$ cat config.mk
export PLATFORM = sky130hd
export DESIGN_NAME = rws_ctrl
export DESIGN_NICKNAME = d
export VERILOG_FILES = /design/src/rtl/core/rws_pkg.sv /design/src/rtl/core/rws_ctrl.sv
export SDC_FILE = /design/constraint.sdc
export NUM_CORES = 1
export LEC_CHECK = 0
export ABC_AREA = 1
export BUFFER_PORTS_ARGS = -buffer_cell sky130_fd_sc_hd__buf_2
export CAP_MARGIN = 20
export CORE_AREA = 3 3 40 42
export CTS_BUF_LIST = sky130_fd_sc_hd__clkbuf_4 sky130_fd_sc_hd__clkbuf_8
export DETAILED_ROUTE_END_ITERATION = 12
export DIE_AREA = 0 0 43 45
export GPL_TIMING_DRIVEN = 0
export PLACE_DENSITY_LB_ADDON = 0.1
export SKIP_CTS_REPAIR_TIMING = 1
export SLEW_MARGIN = 20
export SYNTH_ARGS = -nofsm -noshare
export SYNTH_HDL_FRONTEND = slang
export SYNTH_SLANG_ARGS = --single-unit
$ cat constraint.sdc
create_clock -name clk -period 1.8 [get_ports clk]
set_clock_uncertainty 0.15 [all_clocks]
set_input_delay 0.18 -clock clk [delete_from_list [all_inputs] [get_ports clk]]
set_output_delay 0.18 -clock clk [all_outputs]
set_load 0.02 [all_outputs]
$ cat src/rtl/core/rws_pkg.sv
// rws_pkg: shared types and constants for the roulette wheel selector.
// No dependencies; imported by every module of the block.
package rws_pkg;

	localparam int MAX_POP_DEF   = 256;
	localparam int COST_BITS_DEF = 32;
	localparam int IDX_W         = 8;
	localparam int COST_IN_W     = 32;
	localparam int FRAC_W        = 16;
	localparam int CNT_W         = 9;
	localparam int MODE_W        = 2;
	localparam int POP_W         = 9;
	localparam int CFG_W         = 9;
	localparam int CFG_IDX_W     = 1;
	localparam int TOTAL_W       = 40;
	localparam int PTR_W         = TOTAL_W + FRAC_W;
	localparam int DIV_STEPS     = PTR_W;
	localparam int DCNT_W        = $clog2(DIV_STEPS + 1);

	typedef enum logic [1:0] {
		OP_LOAD = 2'd0,
		OP_PREP = 2'd1,
		OP_SEL  = 2'd2,
		OP_NONE = 2'd3
	} op_t;

	localparam logic [MODE_W-1:0] MODE_ROUL = 2'd0;
	localparam logic [MODE_W-1:0] MODE_SUS  = 2'd1;
	localparam logic [MODE_W-1:0] MODE_RANK = 2'd2;

	localparam logic [CFG_IDX_W-1:0] REG_MODE = 1'd0;
	localparam logic [CFG_IDX_W-1:0] REG_POP  = 1'd1;

	typedef struct packed {
		logic capture;
		logic mem_wr;
		logic walk_init;
		logic for_select;
		logic sum_step;
		logic walk_step;
		logic mul;
		logic div_start;
		logic div_src_ptr;
		logic div_step;
		logic set_step;
		logic set_ptr;
		logic out_load;
	} cmd_t;

	typedef struct packed {
		logic at_end;
		logic walk_done;
		logic div_done;
		logic out_busy;
	} stat_t;

endpackage

$ cat src/rtl/core/rws_ctrl.sv
// rws_ctrl: sequencing state machine for load, prepare and select requests.
// Depends on rws_pkg; drives rws_dp through cmd_t and reads stat_t.
module rws_ctrl import rws_pkg::*; (
	input  logic       clk,
	input  logic       arst_n,
	input  logic       in_valid,
	input  logic [1:0] in_opcode,
	output logic       in_ready,
	input  stat_t      st,
	output cmd_t       cmd
);

	typedef enum logic [3:0] {
		S_IDLE, S_PINIT, S_SUM, S_PMUL, S_DIV1, S_DIV2,
		S_MUL, S_WINIT, S_WALK, S_HOLD
	} state_t;

	state_t state_q, state_d;
	op_t    op;
	logic   accept;

	assign op       = op_t'(in_opcode);
	assign in_ready = (state_q == S_IDLE);
	assign accept   = in_valid && in_ready;

	always_comb begin
		cmd     = '0;
		state_d = state_q;
		unique case (state_q)
			S_IDLE: begin
				cmd.capture = accept;
				cmd.mem_wr  = accept && (op == OP_LOAD);
				if (accept && op == OP_PREP) state_d = S_PINIT;
				if (accept && op == OP_SEL)  state_d = S_MUL;
			end
			S_PINIT: begin
				cmd.walk_init = 1'b1;
				state_d = S_SUM;
			end
			S_SUM: begin
				cmd.sum_step = 1'b1;
				if (st.at_end) state_d = S_PMUL;
			end
			S_PMUL: begin
				cmd.mul       = 1'b1;
				cmd.div_start = 1'b1;
				state_d = S_DIV1;
			end
			S_DIV1: begin
				cmd.div_step = 1'b1;
				if (st.div_done) begin
					cmd.set_step    = 1'b1;
					cmd.div_start   = 1'b1;
					cmd.div_src_ptr = 1'b1;
					state_d = S_DIV2;
				end
			end
			S_DIV2: begin
				cmd.div_step = 1'b1;
				if (st.div_done) begin
					cmd.set_ptr = 1'b1;
					state_d = S_IDLE;
				end
			end
			S_MUL: begin
				cmd.mul = 1'b1;
				state_d = S_WINIT;
			end
			S_WINIT: begin
				cmd.walk_init  = 1'b1;
				cmd.for_select = 1'b1;
				state_d = S_WALK;
			end
			S_WALK: begin
				cmd.walk_step = 1'b1;
				if (st.walk_done) state_d = S_HOLD;
			end
			S_HOLD: begin
				if (!st.out_busy) begin
					cmd.out_load = 1'b1;
					state_d = S_IDLE;
				end
			end
			default: state_d = S_IDLE;
		endcase
	end

	always_ff @(posedge clk or negedge arst_n) begin
		if (!arst_n) begin
			state_q <= S_IDLE;
		end else begin
			state_q <= state_d;
		end
	end

endmodule

Yosys cells after proc, flatten, opt, wreduce, memory -nomap -nowiden

Index checks and enable logic that the tools add are counted.

Reductions and logical operators: 10
Equality and inequality tests: 17
Mux-type cells: 23

Operators with widths:

| operator                                              | count |
|---|---|
| one-hot mux 4 bit (10 select lines)                   | 1 |
| 2-to-1 mux 4 bit                                      | 7 |
| == test 4 x 3 -> 1 bit, second input constant         | 4 |
| 2-to-1 mux 1 bit                                      | 12 |
| inequality test 2 bit, second input constant          | 5 |
| == test 4 x 2 -> 1 bit, second input constant         | 2 |
| == test 4 bit, second input constant                  | 2 |
| AND reduction 6 bit                                   | 1 |
| OR reduction 2 bit                                    | 3 |
| == test 4 x 1 -> 1 bit, second input constant         | 1 |
| logical AND 1 bit                                     | 4 |
| logical NOT 4 bit                                     | 1 |
| 2-to-1 mux 2 bit                                      | 2 |
| inequality test 3 x 1 -> 1 bit, second input constant | 1 |
| == test 2 x 1 -> 1 bit, second input constant         | 1 |
| == test 2 bit, second input constant                  | 1 |
| logical NOT 2 bit                                     | 1 |
| one-hot mux 1 bit (2 select lines)                    | 1 |

Output and inout bits: 14
Word-level logic and storage cells: 51
Flip-flop bits (word level): 4

Depth between registers and ports, before layout

Gate-level depths: netlist (run 1).

Depth after elaboration: 6
Gate-level depth with buffers: 8
Depth with buffers taken out: 8

Least setup slack after synthesis (run 1)

Ideal clock, no wire load.

Path type: register to output
From: register state_q[3]
To: output port cmd[11] (netlist name)
Cell stages (with the launch flop): 4
Data required time: 1.470 ns
Path buffers: 0
Setup slack: 0.133 ns
Data arrival time: 1.337 ns
Path through: dfrtp_1 > nor2_2 > nand2_4 > nor4_1

RTL lines:

| what                   | RTL line       | text |
|---|---|---|
| from (decl)            | rws_ctrl.sv:18 | `state_t state_q, state_d;` |
| from (signal assigned) | rws_ctrl.sv:92 | `state_q <= state_d;` |
| to (decl)              | rws_ctrl.sv:10 | `output cmd_t cmd` |

==> impl_metrics.csv, run 1 <==
group,metric,value,unit
layout,syn_to_final_growth,39.0,%
layout,largest_reg_flops,4,
grt,grt_pass1_vias,478,
synthesis,synth-compound-area-share,4.14,%
power_and_ir_drop,p_comb_share,70.0,%
detailed_routing,wl_per_cell,9.44,um
timing,rsz0062_at_grt,"true",
timing,setup_viol,0,
synthesis,synth_cells,76,
layout,postLayoutCellArea,629,um2
power_and_ir_drop,powerDensity,1760,nW/um2
timing,worstMarginPinSlew,0.240,ns
place,port_buffers,22,
run,maxCapViolations,0,
layout,drive_gt1_share,44.1,%
clock_network,clk_pin_slew,0.04,ns
status,outcome,"complete, no violations",
place,dp_cells,113,
power_and_ir_drop,switchingPower,629,uW
clock_network,clock_path_buffers,2,
floorplanning,die_height,45,um
clock_network,clkLatencyLatePin,0.23,ns
detailed_routing,ant_nets,0,
timing,slew_violations,0,
grt,grtUsageMet3,3.98,%
grt,grt_pass1_wl,1930,um
layout,antennaDiodeCount,0,
synthesis,synth_area_leaders,"dfrtp_1 (22%), nand2_1 (18%), inv_1 (12%)",
critical_path,cp.required,1.47,ns
synthesis,yosys.area_share.simple,58.0,%
power_and_ir_drop,power_leakage,0.000422,uW
grt,grt.busiest_layer,"met2",
synthesis,yosys_warnings,0,
critical_path,cp-start-kind,"register",
synthesis,yosysTopAreaCellShare,22.1,%
synthesis,ys_seq_area_share,22.1,%
grt,grt_max_degree,8,
critical_path,critPathKind,"register to output pin",
floorplanning,fp.dieW,43,um
synthesis,yosysTopAreaCell,"dfrtp_1",
power_and_ir_drop,p_clk_share,9.9,%
synthesis,synth-seq-cells,4,
timing,max_freq,589,MHz
detailed_routing,wl,1110,um
synthesis,synthAdderAreaFrac,0,%
floorplanning,core.rowCount,13,
timing,fin_ws,0.103,ns
detailed_routing,drc_errors,0,
timing,period_share,94.3,%
floorplanning,start_util,35.2,%
synthesis,syn_area_per_cell,5.96,um2
synthesis,synth_nets,85,
clock_network,numCtsBuffers,3,
layout,nNetsFinal,113,
floorplanning,die_area,1940,um2
layout,regMostFlops,"state_q",
timing,setup_tns,0,ns
timing,slew_headroom,84.0,%
clock_network,cts.sinks,4,
clock_network,cts_tree,"done",
critical_path,path_max_fanout,6,
critical_path,arrival,1.37,ns
power_and_ir_drop,p_int,477,uW
floorplanning,core_area,1280,um2
power_and_ir_drop,vdd_drop_max,625,uV
detailed_routing,routed_via_density,4.55,
timing,layout_min_cycle_time,1.70,ns
grt,grt_util_all_layers,12.8,%
grt,overflow,0,
detailed_routing,drt_iter0_drc,3,
synthesis,synthXorXnorAreaFrac,0,%
synthesis,yosysUniqueCellTypes,17,
place,postPlaceCellArea,582,um2
clock_network,htree_levels,1,
timing,hold_viol_final,0,
layout,reg_top3,"state_q (4)",
grt,use_met2,22.2,%
min_path,hold_path.class,"input pin to register",
layout,stdcell_count,117,
power_and_ir_drop,switching_share,56.9,%
detailed_routing,vias,532,
grt,grt_use_met1,16.2,%
synthesis,synth_top_family_by_area,"simple AND/OR/NAND/NOR gates",
synthesis,synth_area,453,um2
critical_path,cp-end-kind,"output pin",
detailed_routing,dr.pass1.iters,4,
clock_network,cts_root_buf,"clkbuf_4",
synthesis,synth_mux_area_share,0,%
floorplanning,pin_count,23,
place,gp_congestion,0.778,
layout,final_util,49.0,%
place,detailed_place_hpwl,926,um
place,pre_cts_ws,0.295,ns
grt,antenna_found_initial,0,
power_and_ir_drop,pwr-share-seq,20.1,%
cell usage in the layout (no fill, tap or decap), types with 2 or more instances in the layout:
cell       n
nor2_2     4
nand3_1    8
nor2_1     5
nand2_1   22
nand2_4    2
nor2_4     4
clkbuf_4   3
nor4_1     2
dfrtp_2    2
buf_2     22
inv_1     14
inv_2      3
dfrtp_1    2
nand2_2    2
cell type report:
cell class	count	area [um2]
Fill cell	150	656
Multi-Input combinational cell	54	294
Timing Repair Buffer	23	120
Sequential cell	4	103
Inverter	17	63.8
Clock buffer	3	22.5
Tap cell	15	18.8
Buffer	1	7.51
metal layers:
metal | vias up | share of wire (%)
li1 | 282 | -
met1 | 231 | 43
met2 | 19 | 49
met3 | 0 | 7.7
met4 | 0 | 0
met5 | - | 0
cells by family after synthesis:
family / Yosys count
buf+inv: 18
flops: 4
compound gates: 3
simple gates: 51
worst max-delay path, stage by stage, from the launching register on:
cell and delay [ns]:
dfrtp_1 0.40, inv_1 0.09, nor2_4 0.15, nand2_1 0.09, nor2_1 0.13, buf_4 0.12
buf_2 0.15
worst paths after layout:
check                                       startpoint                     end  slack (ns)  cells after the start
worst max-delay path            state_q[2]$_DFFE_PN0P_                  cmd[4]        0.10                      6
worst min-delay path                             st[1]  state_q[2]$_DFFE_PN0P_        0.13                      4
worst max register to register  state_q[3]$_DFFE_PN0P_  state_q[3]$_DFFE_PN0P_        0.37                      8
worst min register to register  state_q[0]$_DFFE_PN0P_  state_q[0]$_DFFE_PN0P_        0.44                      2
max in group asynchronous                       arst_n  state_q[0]$_DFFE_PN0P_        1.23                      2
min in group asynchronous                       arst_n  state_q[2]$_DFFE_PN0P_        0.14                      2
per-stage QoR:
step,hold slack (ns),power [uW]
after floorplan,-0.266,781
after global placement,-0.163,969
after detailed placement,-0.163,972
after CTS,-0.417,1090
after global routing,0.152,1220
final,0.129,1110
synth_stat cells, drive strengths merged:
cell   count
inv       17
nand4      1
o21ai      2
dfrtp      4
buf        1
nor2      13
nand2     26
nand3      9
a21oi      1
nor4       2
power groups by stage:
stage | Combinational, uW | Sequential (uW) | Clock [uW]
final | 774 | 223 | 109
after global routing | 863 | 236 | 124
after CTS | 767 | 207 | 117
after detailed placement | 764 | 208 | 0
after global placement | 761 | 207 | 0
after floorplan | 586 | 196 | 0
Note: power is estimated with default switching activity, not from simulation.
==> inputs of run 2 (changes only) <==
--- a/config.mk
+++ b/config.mk
@@ -13,7 +13,6 @@
 export DETAILED_ROUTE_END_ITERATION = 12
 export DIE_AREA = 0 0 43 45
 export GPL_TIMING_DRIVEN = 0
-export PLACE_DENSITY_LB_ADDON = 0.1
 export SKIP_CTS_REPAIR_TIMING = 1
 export SLEW_MARGIN = 20
 export SYNTH_ARGS = -nofsm -noshare
==> impl_metrics.csv, run 2 (synthesized netlist as in run 1, its figures left out) <==
group,metric,value,unit
timing,layout_min_cycle_time,1.70,ns
layout,reg_top3,"state_q (4)",
layout,nNetsFinal,113,
grt,grt_pass1_vias,454,
timing,worstMarginPinSlew,0.240,ns
layout,syn_to_final_growth,38.4,%
power_and_ir_drop,switchingPower,630,uW
floorplanning,die_area,1940,um2
critical_path,critPathKind,"register to output pin",
detailed_routing,drc_errors,0,
critical_path,cp-start-kind,"register",
layout,regMostFlops,"state_q",
detailed_routing,ant_nets,0,
detailed_routing,routed_via_density,4.56,
power_and_ir_drop,p_comb_share,69.9,%
floorplanning,start_util,35.2,%
clock_network,clkLatencyLatePin,0.23,ns
detailed_routing,vias,533,
floorplanning,core.rowCount,13,
clock_network,clk_pin_slew,0.04,ns
grt,grt_max_degree,8,
min_path,hold_path.class,"input pin to register",
power_and_ir_drop,pwr-share-seq,20.2,%
place,detailed_place_hpwl,961,um
power_and_ir_drop,p_clk_share,9.9,%
grt,overflow,0,
floorplanning,pin_count,23,
clock_network,numCtsBuffers,3,
timing,period_share,94.2,%
critical_path,rrSetupSlack,0.37,ns
place,gp_congestion,0.763,
timing,slew_violations,0,
critical_path,cp.required,1.47,ns
timing,hold_viol_final,0,
timing,max_freq,590,MHz
power_and_ir_drop,vdd_drop_max,744,uV
timing,slew_headroom,84.0,%
detailed_routing,drt_iter0_drc,9,
place,port_buffers,22,
clock_network,cts_tree,"done",
critical_path,arrival,1.37,ns
power_and_ir_drop,p_total,1110,uW
detailed_routing,wl_per_cell,9.52,um
grt,antenna_found_initial,0,
clock_network,htree_levels,1,
timing,setup_viol,0,
floorplanning,fp.dieW,43,um
power_and_ir_drop,powerDensity,1770,nW/um2
grt,grt_pass1_wl,1810,um
power_and_ir_drop,p_int,476,uW
timing,rsz0062_at_grt,"true",
layout,largest_reg_flops,4,
critical_path,cp-end-kind,"output pin",
floorplanning,die_height,45,um
layout,antennaDiodeCount,0,
clock_network,clock_path_buffers,2,
layout,drive_gt1_share,43.1,%
detailed_routing,wl,1110,um
clock_network,cts.sinks,4,
timing,fin_hold_ws,0.122,ns
status,outcome,"complete, no violations",
floorplanning,core_area,1280,um2
critical_path,path_max_fanout,6,
run,maxCapViolations,0,
clock_network,cts_root_buf,"clkbuf_4",
grt,grt_util_all_layers,12.5,%
power_and_ir_drop,power_leakage,0.000423,uW
layout,layout_common_cells,"nand2_1 (22), buf_2 (22), inv_1 (14), nand3_1 (8), nor2_1 (6)",
power_and_ir_drop,switching_share,57.0,%
detailed_routing,dr.pass1.iters,4,
-- run 2: worst max-delay path: stages, from the launching register on --
cell and delay (ns):
dfrtp_1 0.45, nor2_4 0.21, nand2_1 0.10, nor2_1 0.12, buf_4 0.11, buf_2 0.15
-- run 2: final cells by class --
| class | count | area (um2) |
|---|---|---|
| multi-input cells | 54 | 292 |
| repair buffers | 23 | 120 |
| well taps | 15 | 18.8 |
| fillers | 155 | 658 |
| clock buffers | 3 | 22.5 |
| plain buffers | 1 | 7.51 |
| flip-flops and latches | 4 | 103 |
| inverters | 17 | 63.8 |
-- run 2: final timing paths --
| check | depth (start not counted) | startpoint | endpoint |
|---|---|---|---|
| min in group asynchronous | 2 | arst_n | state_q[2]$_DFFE_PN0P_ |
| setup / recovery | 5 | state_q[3]$_DFFE_PN0P_ | cmd[4] |
| hold / removal | 4 | st[1] | state_q[2]$_DFFE_PN0P_ |
| hold reg to reg | 2 | state_q[0]$_DFFE_PN0P_ | state_q[0]$_DFFE_PN0P_ |
| setup reg to reg | 8 | state_q[3]$_DFFE_PN0P_ | state_q[3]$_DFFE_PN0P_ |
| max in group asynchronous | 2 | arst_n | state_q[1]$_DFFE_PN0P_ |
-- run 2: through the flow --
stage	area (um2)	setup TNS (ns)	std cells	util [%]	setup slack, ns
floorplan	453	0	76	-	0.133
global placement	582	0	113	45.3	0.310
detailed placement	582	0	113	45.3	0.300
CTS	604	0	116	47.0	0.0401
global route	627	-0.0111	117	48.8	-0.0111
finish	627	0	117	48.8	0.105
-- run 2: metal layers --
layer  vias to the layer above  track usage [%]  wire length [um]
li1                        283                -                 -
met1                       229             14.6               486
met2                        21             21.6               518
met3                         0             4.78               108
met4                         0             3.61                 0
met5                         -                0                 0
-- run 2: power groups by stage --
stage	sequential (uW)	combinational, uW	clock, uW
floorplan	196	586	0
global placement	207	763	0
detailed placement	211	769	0
CTS	209	774	117
global route	227	853	129
finish	224	774	109
==> inputs of run 3 (changes only) <==
--- a/config.mk
+++ b/config.mk
@@ -5,7 +5,6 @@
 export SDC_FILE = /design/constraint.sdc
 export NUM_CORES = 1
 export LEC_CHECK = 0
-export ABC_AREA = 1
 export BUFFER_PORTS_ARGS = -buffer_cell sky130_fd_sc_hd__buf_2
 export CAP_MARGIN = 20
 export CORE_AREA = 3 3 40 42
==> impl_metrics.csv, run 3 <==
group,metric,value,unit
grt,grt_pass1_vias,455,
power_and_ir_drop,p_clk_share,8.6,%
critical_path,cp-end-kind,"output pin",
detailed_routing,routed_via_density,5.33,
synthesis,synth_nets,63,
power_and_ir_drop,switching_share,47.8,%
synthesis,synth_area,433,um2
min_path,hold_path.class,"input pin to register",
detailed_routing,drt_iter0_drc,11,
grt,overflow,0,
layout,drive_gt1_share,56.3,%
synthesis,ys_seq_area_share,23.1,%
synthesis,synth_cells,54,
place,gp_congestion,0.744,
floorplanning,pin_count,23,
layout,largest_reg_flops,4,
clock_network,cts.sinks,4,
critical_path,worstPathCellList,"nor4_4 > and3b_2 > nor2b_4 > buf_6",
layout,antennaDiodeCount,0,
synthesis,synth_commonest_cells,"nor2_1 (5), dfrtp_1 (4), nand2_1 (4), nand2b_1 (4), nor3_1 (4)",
synthesis,yosysUniqueCellTypes,30,
detailed_routing,drc_errors,0,
clock_network,htree_levels,1,
timing,slew_violations,0,
timing,period_share,104,%
timing,worstMarginPinSlew,0.288,ns
critical_path,cp_slowest_cell,"dfrtp_2",
floorplanning,fp.dieW,43,um
critical_path,cp.required,1.47,ns
layout,fillers,127,
floorplanning,die_area,1940,um2
power_and_ir_drop,switchingPower,612,uW
detailed_routing,vias,544,
place,pre_cts_ws,-0.0716,ns
timing,slew_headroom,80.7,%
synthesis,synth_top_family_by_area,"simple AND/OR/NAND/NOR gates",
layout,final_common_cell,"buf_2",
synthesis,yosys.area_share.simple,42.2,%
place,port_buffers,22,
synthesis,synthAdderAreaFrac,0,%
place,detailed_place_hpwl,889,um
layout,nNetsFinal,98,
synthesis,async_reset_ff_share,100,%
clock_network,cts_tree,"done",
synthesis,yosys_warnings,0,
synthesis,synth_edf_count,0,
power_and_ir_drop,vdd_drop_max,747,uV
critical_path,critPathKind,"register to output pin",
layout,regMostFlops,"state_q",
critical_path,reg2regPathDepth,4,
grt,grt_util_all_layers,13.3,%
status,outcome,"finished with violations",
synthesis,yosysTopAreaCell,"dfrtp_1",
grt,grt_pass1_wl,1910,um
detailed_routing,wl_per_cell,12.2,um
detailed_routing,dr.pass1.iters,4,
power_and_ir_drop,powerDensity,1820,nW/um2
power_and_ir_drop,power_leakage,0.000344,uW
status,violations,"negative setup slack",
synthesis,synth-compound-area-share,21.4,%
clock_network,clkLatencyLatePin,0.23,ns
synthesis,synth.most_common_cell,"nor2_1",
synthesis,synthXorXnorAreaFrac,4.05,%
synthesis,synth_ff_type,"dfrtp_1",
timing,setup_tns,-0.101,ns
synthesis,syn_area_per_cell,8.02,um2
critical_path,cp-start-kind,"register",
critical_path,critPathMaxStageDelay,0.44,ns
power_and_ir_drop,pwr-share-seq,17.1,%
clock_network,numCtsBuffers,3,
layout,layout_common_cells,"buf_2 (21), buf_4 (9), clkbuf_4 (5), nor2_1 (5)",
power_and_ir_drop,p_int,668,uW
synthesis,synth-seq-cells,4,
floorplanning,start_util,33.7,%
grt,antenna_found_initial,0,
synthesis,synth_area_leaders,"dfrtp_1 (23%), nand2b_1 (5.8%), nor3_1 (4.6%)",
synthesis,synth_mux_area_share,3.47,%
critical_path,arrival,1.53,ns
floorplanning,die_height,45,um
critical_path,rr_startpoint,"state_q[2]$_DFFE_PN0P_",
timing,layout_min_cycle_time,1.86,ns
detailed_routing,ant_nets,0,
layout,syn_to_final_growth,62.4,%
grt,grt_max_degree,11,
power_and_ir_drop,p_comb_share,74.3,%
timing,max_freq,537,MHz
timing,setup_viol,2,
detailed_routing,wl,1250,um
timing,rsz0062_at_grt,"true",
run,maxCapViolations,0,
synthesis,yosysTopAreaCellShare,23.1,%
min_path,hp-start,"st[1]",
floorplanning,core_area,1280,um2
floorplanning,core.rowCount,13,
clock_network,clk_pin_slew,0.04,ns
power_and_ir_drop,p_total,1280,uW
timing,hold_viol_final,0,
critical_path,crit_path_start,"state_q[1]$_DFFE_PN0P_",
clock_network,cts_root_buf,"clkbuf_4",
min_path,whs_path_depth,2,
layout,reg_top3,"state_q (4)",
timing,fin_ws,-0.0634,ns
critical_path,path_max_fanout,5,
clock_network,clock_path_buffers,2,
-- run 3: power groups by stage --
stage	sequential, uW	combinational (uW)	clock (uW)
2_1_floorplan	200	623	0
3_3_place_gp	218	805	0
3_5_place_dp	218	811	0
4_1_cts	218	811	114
5_1_grt	233	1030	118
6_report	219	951	110
-- run 3: final cells by class --
cell class	count	area, um2	area share, %
well taps	15	18.8	2.67
multi-input cells	45	338	48.0
repair buffers	30	188	26.7
clock buffers	3	22.5	3.20
flip-flops and latches	4	104	14.8
plain buffers	5	32.5	4.63
-- run 3: path summary, 6_finish.rpt --
check	endpoint	slack (ns)
setup / recovery	cmd[11]	-0.06
hold / removal	state_q[2]$_DFFE_PN0P_	0.07
setup reg to reg	state_q[0]$_DFFE_PN0P_	-0.04
hold reg to reg	state_q[2]$_DFFE_PN0P_	0.56
max in group asynchronous	state_q[3]$_DFFE_PN0P_	1.23
min in group asynchronous	state_q[1]$_DFFE_PN0P_	0.13
-- run 3: stage by stage --
stage,hold slack (ns),cell area (um2),instances,util [%]
after floorplan,-0.266,447,54,-
after global placement,-0.164,576,91,44.8
after detailed placement,-0.158,576,91,44.8
after CTS,-0.407,598,94,46.5
after global routing,0.0802,703,102,54.7
final,0.0681,703,102,54.7
-- run 3: routing by layer --
metal / share of wire [%] / routed length (um) / track usage, % / vias up
met3: 7.3 / 91 / 2.79 / 2
li1: - / - / - / 267
met1: 40 / 503 / 16.7 / 249
met5: 0 / 0 / 0 / -
met4: 1.6 / 20 / 9.04 / 0
met2: 51 / 631 / 20.7 / 26
-- run 3: cell families (layout without fill, tap and decap cells) --
group / count (synthesis) / in the layout
AOI/OAI and AO/OA: 12 / 12
xor gates and xnor gates: 2 / 2
buffers and inverters: 5 / 38
DFF: 4 / 4
muxes: 1 / 1
and+or+nand+nor: 30 / 30
-- run 3: worst max-delay path, delay by kind of cell (launching register included) --
kind	cells	cell delay [ns]
buffers and inverters	1	0.12
and+or+nand+nor	3	0.74
DFF	1	0.44
